[src/rtl/core/dda_pkg.sv]
// Shared types, codes and constants for the differential drive mixer with auto stop.
package dda_pkg;

  // Widths fixed by the item fields
  localparam int DRIVE_W    = 9;
  localparam int LIMIT_W    = 8;
  localparam int TIME_W     = 32;
  localparam int DIST_W     = 24;
  localparam int SUM_IN_W   = DRIVE_W + 2;   // velocity +- turn
  localparam int MAG_W      = DRIVE_W + 1;   // magnitude up to 512
  localparam int PROD_W     = MAG_W + LIMIT_W;
  localparam int QUOT_W     = LIMIT_W;       // scaled value never exceeds the limit
  localparam int DIV_STEPS  = QUOT_W;
  localparam int DIV_CNT_W  = $clog2(DIV_STEPS);
  localparam int CFG_IDX_W  = 1;
  localparam int CFG_DATA_W = LIMIT_W;
  localparam int IN_DATA_W  = 80;
  localparam int OUT_DATA_W = 24;

  localparam int COUNT_BITS_DEF = 24;
  localparam logic [LIMIT_W-1:0] MAX_DRIVE_RST = 8'd255;

  // Command codes carried in tuser
  typedef enum logic [2:0] {
    FN_DRIVE      = 3'd0,
    FN_DRIVE_FOR  = 3'd1,
    FN_DRIVE_DIST = 3'd2,
    FN_ROTATE     = 3'd3,
    FN_STOP       = 3'd4,
    FN_TICK       = 3'd5,
    FN_RPULSE     = 3'd6,
    FN_LPULSE     = 3'd7
  } func_t;

  // Automatic drive state as reported
  typedef enum logic [1:0] {
    RS_IDLE  = 2'd0,
    RS_TIMED = 2'd1,
    RS_DIST  = 2'd2
  } run_state_t;

  // Configuration register indexes
  typedef enum logic [CFG_IDX_W-1:0] {
    CFG_MAX_DRIVE = 1'd0,
    CFG_AUTO_MODE = 1'd1
  } cfg_idx_t;

  // Sequencer states
  typedef enum logic [2:0] {
    ST_IDLE,
    ST_EXEC,
    ST_MUL,
    ST_DIV,
    ST_LOAD,
    ST_OUT
  } ctrl_state_t;

  // One input item
  typedef struct packed {
    func_t                      func;
    logic signed [DRIVE_W-1:0]  velocity;
    logic signed [DRIVE_W-1:0]  turn;
    logic [TIME_W-1:0]          duration_ms;
    logic [DIST_W-1:0]          distance_ticks;
    logic                       angle_positive;
  } in_item_t;

  // One result item, last field in the low bits
  typedef struct packed {
    logic                       moving;
    logic                       auto_done;
    run_state_t                 run_state;
    logic signed [DRIVE_W-1:0]  left_drive;
    logic signed [DRIVE_W-1:0]  right_drive;
  } result_t;

  // Controller to datapath
  typedef struct packed {
    logic capture;
    logic exec;
    logic mul;
    logic div_step;
    logic lvl_load;
    logic out_load;
  } dp_cmd_t;

  // Datapath to controller
  typedef struct packed {
    logic need_div;
  } dp_status_t;

endpackage

[src/rtl/core/dda_ctrl.sv]
// Sequencer for the drive mixer: handshakes, command steps and divider step count.
module dda_ctrl
  import dda_pkg::*;
(
  input  logic       clk,
  input  logic       rst_n,
  input  logic       in_tvalid,
  output logic       in_tready,
  output logic       out_tvalid,
  input  logic       out_tready,
  input  dp_status_t status,
  output dp_cmd_t    cmd
);

  ctrl_state_t           state_r, state_nxt;
  logic [DIV_CNT_W-1:0]  cnt_r, cnt_nxt;
  logic                  out_valid_r, out_valid_nxt;
  logic                  out_free;
  logic                  div_last;

  assign out_free = !out_valid_r || out_tready;
  assign div_last = (cnt_r == DIV_CNT_W'(DIV_STEPS - 1));

  // Next state
  always_comb begin
    state_nxt = state_r;
    unique case (state_r)
      ST_IDLE: if (in_tvalid) state_nxt = ST_EXEC;
      ST_EXEC: state_nxt = status.need_div ? ST_MUL : ST_OUT;
      ST_MUL:  state_nxt = ST_DIV;
      ST_DIV:  if (div_last) state_nxt = ST_LOAD;
      ST_LOAD: state_nxt = ST_OUT;
      ST_OUT:  if (out_free) state_nxt = ST_IDLE;
      default: state_nxt = ST_IDLE;
    endcase
  end

  // Outputs and commands
  always_comb begin
    cmd       = '0;
    in_tready = 1'b0;
    unique case (state_r)
      ST_IDLE: begin
        in_tready   = 1'b1;
        cmd.capture = in_tvalid;
      end
      ST_EXEC: cmd.exec     = 1'b1;
      ST_MUL:  cmd.mul      = 1'b1;
      ST_DIV:  cmd.div_step = 1'b1;
      ST_LOAD: cmd.lvl_load = 1'b1;
      ST_OUT:  cmd.out_load = out_free;
      default: cmd = '0;
    endcase
  end

  // Divider step counter and result valid
  always_comb begin
    cnt_nxt = cnt_r;
    if (cmd.mul) begin
      cnt_nxt = '0;
    end else if (cmd.div_step) begin
      cnt_nxt = cnt_r + DIV_CNT_W'(1);
    end
    out_valid_nxt = out_valid_r;
    if (cmd.out_load) begin
      out_valid_nxt = 1'b1;
    end else if (out_tready) begin
      out_valid_nxt = 1'b0;
    end
  end

  assign out_tvalid = out_valid_r;

  always_ff @(posedge clk) begin
    if (!rst_n) begin
      state_r     <= ST_IDLE;
      cnt_r       <= '0;
      out_valid_r <= 1'b0;
    end else begin
      state_r     <= state_nxt;
      cnt_r       <= cnt_nxt;
      out_valid_r <= out_valid_nxt;
    end
  end

endmodule

[src/rtl/core/dda_dp.sv]
// Datapath for the drive mixer: drive state, counters, scaling multiply and two-lane divider.
module dda_dp
  import dda_pkg::*;
#(
  parameter int COUNT_BITS = COUNT_BITS_DEF
)
(
  input  logic                  clk,
  input  logic                  rst_n,
  input  dp_cmd_t               cmd,
  output dp_status_t            status,
  input  in_item_t              in_item,
  input  logic                  cfg_we,
  input  cfg_idx_t              cfg_index,
  input  logic [CFG_DATA_W-1:0] cfg_data,
  output result_t               result
);

  localparam int SUM_W = (COUNT_BITS + 1 > DIST_W + 1) ? COUNT_BITS + 1 : DIST_W + 1;

  // Latched item
  in_item_t                  item_r;

  // Configuration
  logic [LIMIT_W-1:0]        max_drive_r, max_drive_nxt;
  logic                      auto_r, auto_nxt;

  // Drive state
  logic signed [DRIVE_W-1:0] rlev_r, rlev_nxt, llev_r, llev_nxt;
  run_state_t                dstate_r, dstate_nxt;
  logic [TIME_W-1:0]         elapsed_r, elapsed_nxt, timeout_r, timeout_nxt;
  logic [DIST_W-1:0]         target_r, target_nxt;
  logic [COUNT_BITS-1:0]     rcnt_r, rcnt_nxt, lcnt_r, lcnt_nxt;
  logic                      done_r, done_nxt;

  // Scaling operands and divider lanes
  logic [MAG_W-1:0]          ar_r, al_r, m_r;
  logic                      rneg_r, lneg_r;
  logic [MAG_W-1:0]          rrem_r, lrem_r;
  logic [QUOT_W-1:0]         rlow_r, llow_r, rq_r, lq_r;
  result_t                   result_r;

  // Combinational temporaries
  logic                      driving, do_mix, do_stop, scale;
  logic signed [DRIVE_W-1:0] mv, mt;
  logic signed [SUM_IN_W-1:0] rsum, lsum;
  logic [MAG_W-1:0]          rabs, labs, mag;
  logic [TIME_W-1:0]         e_inc;
  logic [SUM_W-1:0]          cnt_sum, tgt2;
  logic [PROD_W-1:0]         rprod, lprod;
  logic [MAG_W:0]            rtry, ltry;
  logic                      rge, lge;

  assign driving = (rlev_r != '0) || (llev_r != '0);
  assign e_inc   = (elapsed_r == '1) ? elapsed_r : elapsed_r + TIME_W'(1);
  assign cnt_sum = SUM_W'(rcnt_r) + SUM_W'(lcnt_r);
  assign tgt2    = SUM_W'({target_r, 1'b0});

  // Mixer operands, magnitudes and the scale decision
  always_comb begin
    do_mix  = 1'b0;
    mv      = item_r.velocity;
    mt      = item_r.turn;
    unique case (item_r.func)
      FN_DRIVE:      do_mix = 1'b1;
      FN_DRIVE_FOR:  do_mix = (item_r.duration_ms != '0);
      FN_DRIVE_DIST: begin
        do_mix = (item_r.distance_ticks != '0);
        mt     = '0;
      end
      FN_ROTATE: begin
        do_mix = item_r.angle_positive;
        mv     = '0;
      end
      default:       do_mix = 1'b0;
    endcase
    rsum  = {{2{mv[DRIVE_W-1]}}, mv} + {{2{mt[DRIVE_W-1]}}, mt};
    lsum  = {{2{mv[DRIVE_W-1]}}, mv} - {{2{mt[DRIVE_W-1]}}, mt};
    rabs  = rsum[SUM_IN_W-1] ? MAG_W'(SUM_IN_W'(0) - rsum) : rsum[MAG_W-1:0];
    labs  = lsum[SUM_IN_W-1] ? MAG_W'(SUM_IN_W'(0) - lsum) : lsum[MAG_W-1:0];
    mag   = (rabs > labs) ? rabs : labs;
    scale = do_mix && (mv != '0 || mt != '0) && (mag > MAG_W'(max_drive_r));
  end

  assign status.need_div = cmd.exec && scale;

  // Command execution and configuration writes
  always_comb begin
    max_drive_nxt = max_drive_r;
    auto_nxt      = auto_r;
    rlev_nxt      = rlev_r;
    llev_nxt      = llev_r;
    dstate_nxt    = dstate_r;
    elapsed_nxt   = elapsed_r;
    timeout_nxt   = timeout_r;
    target_nxt    = target_r;
    rcnt_nxt      = rcnt_r;
    lcnt_nxt      = lcnt_r;
    done_nxt      = done_r;
    do_stop       = 1'b0;

    if (cmd.exec) begin
      done_nxt = 1'b0;
      unique case (item_r.func)
        FN_DRIVE_FOR: begin
          if (item_r.duration_ms != '0) begin
            dstate_nxt  = RS_TIMED;
            timeout_nxt = item_r.duration_ms;
            elapsed_nxt = '0;
          end
        end
        FN_DRIVE_DIST: begin
          if (item_r.distance_ticks != '0) begin
            dstate_nxt = RS_DIST;
            rcnt_nxt   = '0;
            lcnt_nxt   = '0;
            target_nxt = item_r.distance_ticks;
          end
        end
        FN_STOP: do_stop = 1'b1;
        FN_TICK: begin
          if (auto_r && driving) begin
            case (dstate_r)
              RS_TIMED: begin
                elapsed_nxt = e_inc;
                if (e_inc >= timeout_r) begin
                  do_stop  = 1'b1;
                  done_nxt = 1'b1;
                end
              end
              RS_DIST: begin
                if (cnt_sum >= tgt2) begin
                  do_stop  = 1'b1;
                  done_nxt = 1'b1;
                end
              end
              default: do_stop = 1'b0;
            endcase
          end
        end
        FN_RPULSE: if (rcnt_r != '1) rcnt_nxt = rcnt_r + COUNT_BITS'(1);
        FN_LPULSE: if (lcnt_r != '1) lcnt_nxt = lcnt_r + COUNT_BITS'(1);
        default:   do_stop = 1'b0;
      endcase

      // A zero command acts as stop
      if (do_mix && mv == '0 && mt == '0) begin
        do_stop = 1'b1;
      end

      if (do_stop && driving) begin
        rlev_nxt = '0;
        llev_nxt = '0;
        rcnt_nxt = '0;
        lcnt_nxt = '0;
        if (auto_r) begin
          elapsed_nxt = '0;
          timeout_nxt = '0;
          target_nxt  = '0;
          dstate_nxt  = RS_IDLE;
        end
      end else if (do_mix && !scale && (mv != '0 || mt != '0)) begin
        // Within the limit: levels taken directly
        rlev_nxt = rsum[DRIVE_W-1:0];
        llev_nxt = lsum[DRIVE_W-1:0];
      end
    end

    // Scaled levels from the divider, sign restored
    if (cmd.lvl_load) begin
      rlev_nxt = rneg_r ? DRIVE_W'(DRIVE_W'(0) - {1'b0, rq_r}) : {1'b0, rq_r};
      llev_nxt = lneg_r ? DRIVE_W'(DRIVE_W'(0) - {1'b0, lq_r}) : {1'b0, lq_r};
    end

    if (cfg_we) begin
      unique case (cfg_index)
        CFG_MAX_DRIVE: max_drive_nxt = cfg_data;
        CFG_AUTO_MODE: begin
          auto_nxt = cfg_data[0];
          if (!cfg_data[0]) dstate_nxt = RS_IDLE;
        end
        default:       auto_nxt = auto_r;
      endcase
    end
  end

  // Control and drive state
  always_ff @(posedge clk) begin
    if (!rst_n) begin
      max_drive_r <= MAX_DRIVE_RST;
      auto_r      <= 1'b0;
      rlev_r      <= '0;
      llev_r      <= '0;
      dstate_r    <= RS_IDLE;
      elapsed_r   <= '0;
      timeout_r   <= '0;
      target_r    <= '0;
      rcnt_r      <= '0;
      lcnt_r      <= '0;
      done_r      <= 1'b0;
    end else begin
      max_drive_r <= max_drive_nxt;
      auto_r      <= auto_nxt;
      rlev_r      <= rlev_nxt;
      llev_r      <= llev_nxt;
      dstate_r    <= dstate_nxt;
      elapsed_r   <= elapsed_nxt;
      timeout_r   <= timeout_nxt;
      target_r    <= target_nxt;
      rcnt_r      <= rcnt_nxt;
      lcnt_r      <= lcnt_nxt;
      done_r      <= done_nxt;
    end
  end

  // Scaling: magnitude times limit, then restoring division by the larger magnitude
  assign rprod = PROD_W'(ar_r) * PROD_W'(max_drive_r);
  assign lprod = PROD_W'(al_r) * PROD_W'(max_drive_r);
  assign rtry  = {rrem_r, rlow_r[QUOT_W-1]};
  assign ltry  = {lrem_r, llow_r[QUOT_W-1]};
  assign rge   = (rtry >= {1'b0, m_r});
  assign lge   = (ltry >= {1'b0, m_r});

  // Payload registers
  always_ff @(posedge clk) begin
    if (cmd.capture) begin
      item_r <= in_item;
    end
    if (cmd.exec) begin
      ar_r   <= rabs;
      al_r   <= labs;
      m_r    <= mag;
      rneg_r <= rsum[SUM_IN_W-1];
      lneg_r <= lsum[SUM_IN_W-1];
    end
    if (cmd.mul) begin
      // Quotient fits in QUOT_W bits, so the top part starts below the divisor
      rrem_r <= {1'b0, rprod[PROD_W-2:QUOT_W]};
      lrem_r <= {1'b0, lprod[PROD_W-2:QUOT_W]};
      rlow_r <= rprod[QUOT_W-1:0];
      llow_r <= lprod[QUOT_W-1:0];
      rq_r   <= '0;
      lq_r   <= '0;
    end else if (cmd.div_step) begin
      rrem_r <= rge ? MAG_W'(rtry - {1'b0, m_r}) : rtry[MAG_W-1:0];
      lrem_r <= lge ? MAG_W'(ltry - {1'b0, m_r}) : ltry[MAG_W-1:0];
      rlow_r <= {rlow_r[QUOT_W-2:0], 1'b0};
      llow_r <= {llow_r[QUOT_W-2:0], 1'b0};
      rq_r   <= {rq_r[QUOT_W-2:0], rge};
      lq_r   <= {lq_r[QUOT_W-2:0], lge};
    end
    if (cmd.out_load) begin
      result_r.right_drive <= rlev_r;
      result_r.left_drive  <= llev_r;
      result_r.run_state   <= dstate_r;
      result_r.auto_done   <= done_r;
      result_r.moving      <= driving;
    end
  end

  assign result = result_r;

endmodule

[src/rtl/core/differential_drive_autostop.sv]
// Differential drive mixer with timed and distance auto stop.
// Each item runs EXEC then OUT, or EXEC, MUL, DIV, LOAD, OUT when the mix must be scaled.
// Items are taken one at a time; a scaled item also runs the 8-step divider.
// The result sits in an output register; the next item is taken once it has been loaded.
// Synchronous active-low reset: levels, counters and timer cleared, max_drive 255, manual mode.
module differential_drive_autostop
  import dda_pkg::*;
#(
  parameter int COUNT_BITS = COUNT_BITS_DEF
)
(
  input  logic                  clk,
  input  logic                  rst_n,
  input  logic                  in_tvalid,
  output logic                  in_tready,
  // velocity[8:0], turn[17:9], duration_ms[49:18], distance_ticks[73:50],
  // angle_positive[74], zero pad above
  input  logic [IN_DATA_W-1:0]  in_tdata,
  // func[2:0]
  input  logic [2:0]            in_tuser,
  output logic                  out_tvalid,
  input  logic                  out_tready,
  // right_drive[8:0], left_drive[17:9], run_state[19:18], auto_done[20],
  // moving[21], zero pad above
  output logic [OUT_DATA_W-1:0] out_tdata,
  input  logic                  cfg_valid,
  output logic                  cfg_ready,
  input  logic [CFG_IDX_W-1:0]  cfg_index,
  input  logic [CFG_DATA_W-1:0] cfg_data
);

  dp_cmd_t    cmd;
  dp_status_t status;
  in_item_t   in_item;
  result_t    result;

  // Unpack the input transfer
  always_comb begin
    in_item.func           = func_t'(in_tuser);
    in_item.velocity       = in_tdata[8:0];
    in_item.turn           = in_tdata[17:9];
    in_item.duration_ms    = in_tdata[49:18];
    in_item.distance_ticks = in_tdata[73:50];
    in_item.angle_positive = in_tdata[74];
  end

  assign cfg_ready = 1'b1;
  assign out_tdata = {(OUT_DATA_W - $bits(result_t))'(0), result};

  dda_ctrl u_ctrl (
    .clk        (clk),
    .rst_n      (rst_n),
    .in_tvalid  (in_tvalid),
    .in_tready  (in_tready),
    .out_tvalid (out_tvalid),
    .out_tready (out_tready),
    .status     (status),
    .cmd        (cmd)
  );

  dda_dp #(
    .COUNT_BITS (COUNT_BITS)
  ) u_dp (
    .clk        (clk),
    .rst_n      (rst_n),
    .cmd        (cmd),
    .status     (status),
    .in_item    (in_item),
    .cfg_we     (cfg_valid && cfg_ready),
    .cfg_index  (cfg_idx_t'(cfg_index)),
    .cfg_data   (cfg_data),
    .result     (result)
  );

endmodule

[config.mk]
export PLATFORM = sky130hd
export DESIGN_NAME = differential_drive_autostop
export DESIGN_NICKNAME = d
export VERILOG_FILES = /design/src/rtl/core/dda_pkg.sv /design/src/rtl/core/dda_ctrl.sv /design/src/rtl/core/dda_dp.sv /design/src/rtl/core/differential_drive_autostop.sv
export SDC_FILE = /design/constraint.sdc
export NUM_CORES = 1
export LEC_CHECK = 0
export BUFFER_PORTS_ARGS = -buffer_cell sky130_fd_sc_hd__buf_2
export CAP_MARGIN = 20
export CORE_MARGIN = 2
export CORE_UTILIZATION = 60
export CTS_CLUSTER_DIAMETER = 40
export CTS_CLUSTER_SIZE = 24
export DETAILED_ROUTE_END_ITERATION = 10
export HOLD_SLACK_MARGIN = 0.15
export PLACE_DENSITY = 0.78
export SKIP_LAST_GASP = 1
export SYNTH_ARGS = -nofsm -noshare
export SYNTH_HDL_FRONTEND = slang
export SYNTH_SLANG_ARGS = --single-unit
[constraint.sdc]
create_clock -name clk -period 22.8 [get_ports clk]
set_clock_uncertainty 0.05 [all_clocks]
set_input_delay 3.42 -clock clk [delete_from_list [all_inputs] [get_ports clk]]
set_output_delay 3.42 -clock clk [all_outputs]
set_load 0.01 [all_outputs]
Yosys cells after proc, flatten, opt, wreduce, memory -nomap -nowiden
Cells that the tools add are included.
{"block": "totals", "ram_bits": 0, "latch_bits": 0, "n_memories": 0, "reg_bits": 357, "elab_cells": 201, "inputBits": 97, "out_inout_bits": 27, "romBits": 0}
{"block": "op_classes", "addsub": 13, "bitwise_logic": 2, "n_mul": 2, "n_eq_ne": 24, "n_shift": 0, "n_reduce_logical": 37, "n_lt_le_gt_ge": 6, "n_mux": 79, "div": 0}
{"op": "$mux W32", "n": 10}
{"op": "$mux W24", "n": 9}
{"op": "$mux W9", "n": 16}
{"op": "$pmux W24 S2", "n": 2}
{"op": "$pmux W32 S2", "n": 1}
{"op": "$mux W10", "n": 5}
{"op": "$add A24 B1 Y24 const B", "n": 2}
{"op": "$ne A24 B24 Y1 const B", "n": 2}
{"op": "$reduce_bool A9 Y1", "n": 4}
{"op": "$mul A10 B8 Y17", "n": 2}
{"op": "$add A32 B1 Y32 const B", "n": 1}
{"op": "$eq A32 B32 Y1 const B", "n": 1}
{"op": "$ge A32 B32 Y1", "n": 1}
{"op": "$mux W8", "n": 4}
{"op": "$reduce_bool A32 Y1", "n": 1}
{"op": "$add A24 B24 Y25", "n": 1}
{"op": "$ge A25 B25 Y1", "n": 1}
{"op": "$reduce_bool A24 Y1", "n": 1}
{"op": "$ge A11 B10 Y1", "n": 2}
{"op": "$eq A3 B3 Y1 const B", "n": 7}
{"op": "$sub A1 B10 Y10 const A", "n": 2}
{"op": "$sub A10 B10 Y10", "n": 2}
{"op": "$logic_not A9 Y1", "n": 2}
{"op": "$pmux W3 S6", "n": 1}
{"op": "30 further kinds", "n": 83}

Depth between registers and ports, before layout
{"block": "logic_depth", "ltp_word": 16, "mapped_depth": 42, "depth_no_buf": 36}

Hierarchy
A second synthesis with hierarchy kept.
{"block": "hier_totals", "cells_unflattened": 2528, "area_unflattened_um2": 24390.9}
{"module": "dda_dp", "area_each_um2": 23919.2, "cells_per_inst": 2473, "n_inst": 1, "seq_area_each_um2": 8578.2}
{"module": "dda_ctrl", "area_each_um2": 441.7, "cells_per_inst": 50, "n_inst": 1, "seq_area_each_um2": 140.1}
{"module": "differential_drive_autostop", "area_each_um2": 30.0, "cells_per_inst": 5, "n_inst": 1, "seq_area_each_um2": 0.0}

Worst setup path before layout
Ideal clock, no wire load.
{"block": "synth_timing", "kind": "register to register", "from": "register u_dp.item_r[75] in the netlist's numbering", "to": "register u_dp.llev_r[1]", "t_required_ns": 22.688, "stages_incl_launch_ff": 41, "path_buffers": 6, "t_arrival_ns": 7.200, "synth_period_minus_slack_ns": 7.313, "setup_ns": 0.062, "setup_slack_ns": 15.487, "path_cell_list": "edfxtp_1 clkbuf_1 nand2b_1 clkbuf_1 and2_1 ha_1 maj3_2 a22oi_2 o21ai_2 a31oi_2 a22oi_1 a21oi_1 buf_1 o21ai_0 xnor2_1 ha_1 a21o_1 a21oi_1 [... 5 more ...] buf_2 nor2_1 a21oi_1 ha_1 nor2b_1 o21a_1 o21ai_0 nand2b_1 a21oi_1 nor2b_1 o21ai_0 a21oi_1 or3_1 nand3_2 buf_4 buf_4 nand4_1 nand3_1"}
{"block": "synth_between", "elab_cells_between_ends": 40, "cone_classes": "add/sub (4); order compare (2); eq/ne (5); mux (13); reduce/logical (16)"}
{"item": "from (decl)", "line_no": "dda_dp.sv:22", "rtl": "in_item_t item_r;"}
{"item": "from (signal assigned)", "line_no": "dda_dp.sv:227", "rtl": "item_r <= in_item;"}
{"item": "$eq A3 B2 Y1", "line_no": "dda_dp.sv:64", "rtl": "unique case (item_r.func)"}
{"item": "$mux W9", "line_no": "dda_dp.sv:64"}
{"item": "$add A9 B9 Y10 (*)", "line_no": "dda_dp.sv:77", "rtl": "rsum = {{2{mv[DRIVE_W-1]}}, mv} + {{2{mt[DRIVE_W-1]}}, mt};"}
{"item": "via u_dp.rsum[10]", "line_no": "dda_dp.sv:46", "rtl": "logic signed [SUM_IN_W-1:0] rsum, lsum;"}
{"item": "$mux W10 (*)", "line_no": "dda_dp.sv:79", "rtl": "rabs = rsum[SUM_IN_W-1] ? MAG_W'(SUM_IN_W'(0) - rsum) : rsum[MAG_W-1:0];"}
{"item": "via u_dp.rabs[4]", "line_no": "dda_dp.sv:47", "rtl": "logic [MAG_W-1:0] rabs, labs, mag;"}
{"item": "$gt A10 B10 Y1 (*)", "line_no": "dda_dp.sv:81", "rtl": "mag = (rabs > labs) ? rabs : labs;"}
{"item": "$mux W10 (*)", "line_no": "dda_dp.sv:81"}
{"item": "via u_dp.mag[1]", "line_no": "dda_dp.sv:47"}
{"item": "$gt A10 B8 Y1 (*)", "line_no": "dda_dp.sv:82", "rtl": "scale = do_mix && (mv != '0 || mt != '0) && (mag > MAG_W'(max_drive_r));"}
{"item": "$logic_and A1 B1 Y1 (*)", "line_no": "dda_dp.sv:82"}
{"item": "$logic_not A1 Y1 (*)", "line_no": "dda_dp.sv:162", "rtl": "end else if (do_mix && !scale && (mv != '0 || mt != '0)) begin"}
{"item": "$logic_and A1 B1 Y1 (*) (2 in a row)", "line_no": "dda_dp.sv:162"}
{"item": "$reduce_bool A3 Y1 (no source line) (*)"}
{"item": "$reduce_and A2 Y1 (no source line) (*)"}
{"item": "to (signal assigned)", "line_no": "dda_dp.sv:205", "rtl": "llev_r <= llev_nxt;"}
{"item": "to (decl)", "line_no": "dda_dp.sv:29", "rtl": "logic signed [DRIVE_W-1:0] rlev_r, rlev_nxt, llev_r, llev_nxt;"}
The timed path passes the listed nets; every way through them passes the cells marked *. The select of a mux whose other input is x is not followed.
A chain may end at the register's enable or synchronous reset.

Worst setup path in the final report
{"block": "layout_timing", "from": "register u_dp.item_r[76] in the netlist's numbering", "to": "register u_ctrl.state_r[0]"}
{"block": "layout_between", "elab_chain_len": 12, "elab_cells_between_ends": 24, "cone_classes": "add/sub (4); order compare (2); eq/ne (3); mux (8); reduce/logical (7)"}
{"item": "$eq A3 B2 Y1", "line_no": "dda_dp.sv:64"}
{"item": "$mux W9", "line_no": "dda_dp.sv:64"}
{"item": "$add A9 B9 Y10 (*)", "line_no": "dda_dp.sv:77"}
{"item": "$sub A1 B10 Y10", "line_no": "dda_dp.sv:79"}
{"item": "$mux W10 (*)", "line_no": "dda_dp.sv:79"}
{"item": "via u_dp.rabs[4]", "line_no": "dda_dp.sv:47"}
{"item": "$gt A10 B10 Y1 (*)", "line_no": "dda_dp.sv:81"}
{"item": "$mux W10 (*)", "line_no": "dda_dp.sv:81"}
{"item": "via u_dp.mag[1]", "line_no": "dda_dp.sv:47"}
{"item": "$gt A10 B8 Y1 (*)", "line_no": "dda_dp.sv:82"}
{"item": "$logic_and A1 B1 Y1 (*)", "line_no": "dda_dp.sv:82"}
{"item": "$logic_and A1 B1 Y1 (*)", "line_no": "dda_dp.sv:85", "rtl": "assign status.need_div = cmd.exec && scale;"}
{"item": "$mux W3 (*)", "line_no": "dda_ctrl.sv:29", "rtl": "ST_EXEC: state_nxt = status.need_div ? ST_MUL : ST_OUT;"}
{"item": "$pmux W3 S6 (*)", "line_no": "dda_ctrl.sv:27", "rtl": "unique case (state_r)"}
{"item": "to (signal assigned)", "line_no": "dda_ctrl.sv:80", "rtl": "state_r <= state_nxt;"}
{"item": "to (decl)", "line_no": "dda_ctrl.sv:15", "rtl": "ctrl_state_t state_r, state_nxt;"}
The timed path passes the listed nets; every way through them passes the cells marked *.

==> results.md <==
- Status: finished clean
- DR vias/cell: 5.92
- Top cell type by total area after synthesis: edfxtp_1
- CTS tree: yes
- Async S/R FF share, synth: 0%
- Die area: 41,600 um^2
- Met1 Use GR: 34.5%
- CP Launch Type: flip-flop
- I/O Buffers: 115
- CP peak stage delay: 0.70 ns
- Slew headroom: 30.9%
- Cts-stage hold buffer count: 0
- DR iter-0 viols: 1,340
- DRC: 0
- # diodes: 0
- Worst-path clk slew: 0.06 ns
- Die H: 204 um
- Register area: 8720 um^2
- GRT busiest layer: met2
- Share of cells above drive strength 1: 9.54%
- Initial antenna violation count: 2
- Data required time of the worst path: 23.26 ns
- Buf+Inv Stages, Crit Path: 0
- Placed cell area: 25,000 um^2
- WL final: 59.1 mm
- GRT Residual Overflow: 0
- Post-route ant nets: 0
- WHS: 0.383 ns
- First-pass GRT wire length: 94.6 mm
- Max-cap violations: 0
- Setup repair bufs after CTS: 0
- Fmax: 0.109 GHz
- Most frequent cell after synthesis: nand2_1
- CP Max Fanout: 28
- Crit share post-route: 40.3%
- CTS resizes: 0
- CP most frequent cell: a21oi_1
- Post-DP HPWL: 43.7 mm
- #FFs+latches synth: 354
- Tot GR Track Use: 28.5%
- Max-slew violations: 0
- Fin area: 26,800 um^2
- RSZ-0062 raised after global routing: false
- H-tree depth: 2
- CTS buffer count: 52
- Top cells by count, synth: 296 x nand2_1, 266 x inv_1, 214 x ha_1, 191 x dfxtp_1, 187 x nor2_1
- Critical Path AT: 9.64 ns
- Placer Congestion: 0.946
- M3 GR Usage: 4.11%
- Clk buf depth: 3
- EDFF count, synth: 163
- Crit path capture type: flip-flop
- CP top delay family: compound AO/OA/AOI/OAI gates
- Synth warn: 0
- HP Class: reg2reg
- Fin crit period: 9.18 ns
- Clock root buffer: clkbuf_16
- Clock Sinks: 354
- Core area: 39,600 um^2
- Starting Density: 60.6%
- Largest net degree at the start of global routing: 79
- Post-synthesis sequential area ratio: 36.3%
- Final Hold Fails: 0
- Fill cells: 3,088
- Least-Margin Pin Slew: 1.04 ns
- Synth Flop Type: dfxtp_1
- CP Class: reg2reg
- Multi-input gate area: 13,900 um^2
- Mean post-synth cell area: 9.25 um^2
- Synth area leaders: edfxtp_1 20%, dfxtp_1 16%, ha_1 11%
- Final setup fails: 0
- # IOs: 124
- Avg WL per Cell: 18.2 um
- GRT met2 Usage: 48.8%
- Final TNS setup: 0 ns
- Net count, final: 3,090
- Area growth from synthesis to layout: 11.8%
- Synth top area share: 20.4%
- First-pass detailed-route iteration total: 5
- Via count: 19,232
- Insertion delay to the later sink of the worst-skew pair: 0.62 ns
- Post-Syn Area: 24,000 um^2
- Synthesized instance count: 2,594
- FP Rows: 73
- Die Width: 204 um
- CP max-delay cell: a21oi_1
- Number of global-route vias before repair: 19,041
- Synth cell types: 87
kinds of logic after synthesis:
| family | synth area share [%] |
|---|---|
| adder cells (fa/ha/maj) | 19.3 |
| AND/OR/NAND/NOR | 17.5 |
| XOR/XNOR | 6.12 |
| buffers and inverters | 5.98 |
| flip-flops | 36.3 |
| multiplexers | 0.688 |
| other | 0.0313 |
| AO/OA/AOI/OAI | 14.1 |
flip-flops by register name, indices dropped and copies added, names as in the netlist, 9 cells and up:
register / cells
u_dp.item_r: 78
u_dp.elapsed_r: 32
u_dp.timeout_r: 32
u_dp.lcnt_r: 24
u_dp.rcnt_r: 24
u_dp.target_r: 24
u_dp.result: 22
u_dp.lrem_r: 10
u_dp.m_r: 10
u_dp.rrem_r: 10
u_dp.al_r: 9
u_dp.ar_r: 9
u_dp.llev_r: 9
u_dp.rlev_r: 9
through the flow:
| stage | utilization [%] | setup slack, ns | instances |
|---|---|---|---|
| after floorplan | - | 15.49 | 2595 |
| after global placement | 63.0 | 13.79 | 3149 |
| after detailed placement | 63.0 | 13.55 | 3150 |
| after CTS | 67.6 | 13.53 | 3248 |
| after global routing | 67.7 | 13.03 | 3251 |
| final | 67.7 | 13.62 | 3251 |
worst register-to-register path, delay by kind of cell, from the launching register on:
| kind | cells | cell delay (ns) |
|---|---|---|
| xor+xnor | 1 | 0.35 |
| simple gates | 11 | 2.81 |
| compound gates | 18 | 3.82 |
| flops | 1 | 0.57 |
| fa+ha+maj | 5 | 1.51 |
cell usage in the layout, fill, tap and decap left out, types with 20 or more instances in the layout:
cell / Yosys / layout
a22oi_1: 23 / 23
nand3_1: 82 / 82
edfxtp_1: 163 / 163
nor3_1: 47 / 44
ha_1: 214 / 214
fa_1: 97 / 97
nor4_1: 23 / 23
clkbuf_16: 0 / 52
a21oi_1: 114 / 114
a22o_1: 57 / 57
xor2_1: 70 / 70
and2_1: 90 / 89
nand2b_1: 20 / 20
nand4_1: 42 / 42
buf_2: 5 / 115
o21ai_0: 89 / 88
a21o_1: 25 / 25
dfxtp_1: 191 / 191
nor2b_1: 20 / 20
a211oi_1: 20 / 20
nand2_1: 296 / 296
nor2_1: 187 / 185
inv_1: 266 / 265
xnor2_1: 96 / 96
and3_1: 31 / 31
cell type report:
| class | instances | area share (%) |
|---|---|---|
| multi-input combinational | 1870 | 51.8 |
| sequential | 354 | 32.5 |
| clock inverter | 43 | 1.78 |
| inverter | 267 | 3.74 |
| clock buffer | 55 | 4.89 |
| tap | 525 | 2.45 |
| timing repair buffer | 137 | 2.88 |
worst paths after layout:
| path | from | endpoint | slack, ns | cells past startpoint |
|---|---|---|---|---|
| max | u_dp.item_r[76] | u_ctrl.state_r[0] | 13.62 | 35 |
| min | u_dp.done_r | u_dp.result[20] | 0.38 | 0 |
| max reg2reg | u_dp.item_r[76] | u_ctrl.state_r[0] | 13.62 | 35 |
| min reg2reg | u_dp.done_r | u_dp.result[20] | 0.38 | 0 |
metal layers:
layer  routed length (um)  vias up
met4                 3150        4
met1                24200     9200
met2                28500      620
met3                 3140      182
li1                     -     9226
met5                   30        -
Power is not shown: default switching activity piles up to over one toggle a cycle in this logic, so the estimate is an artifact.
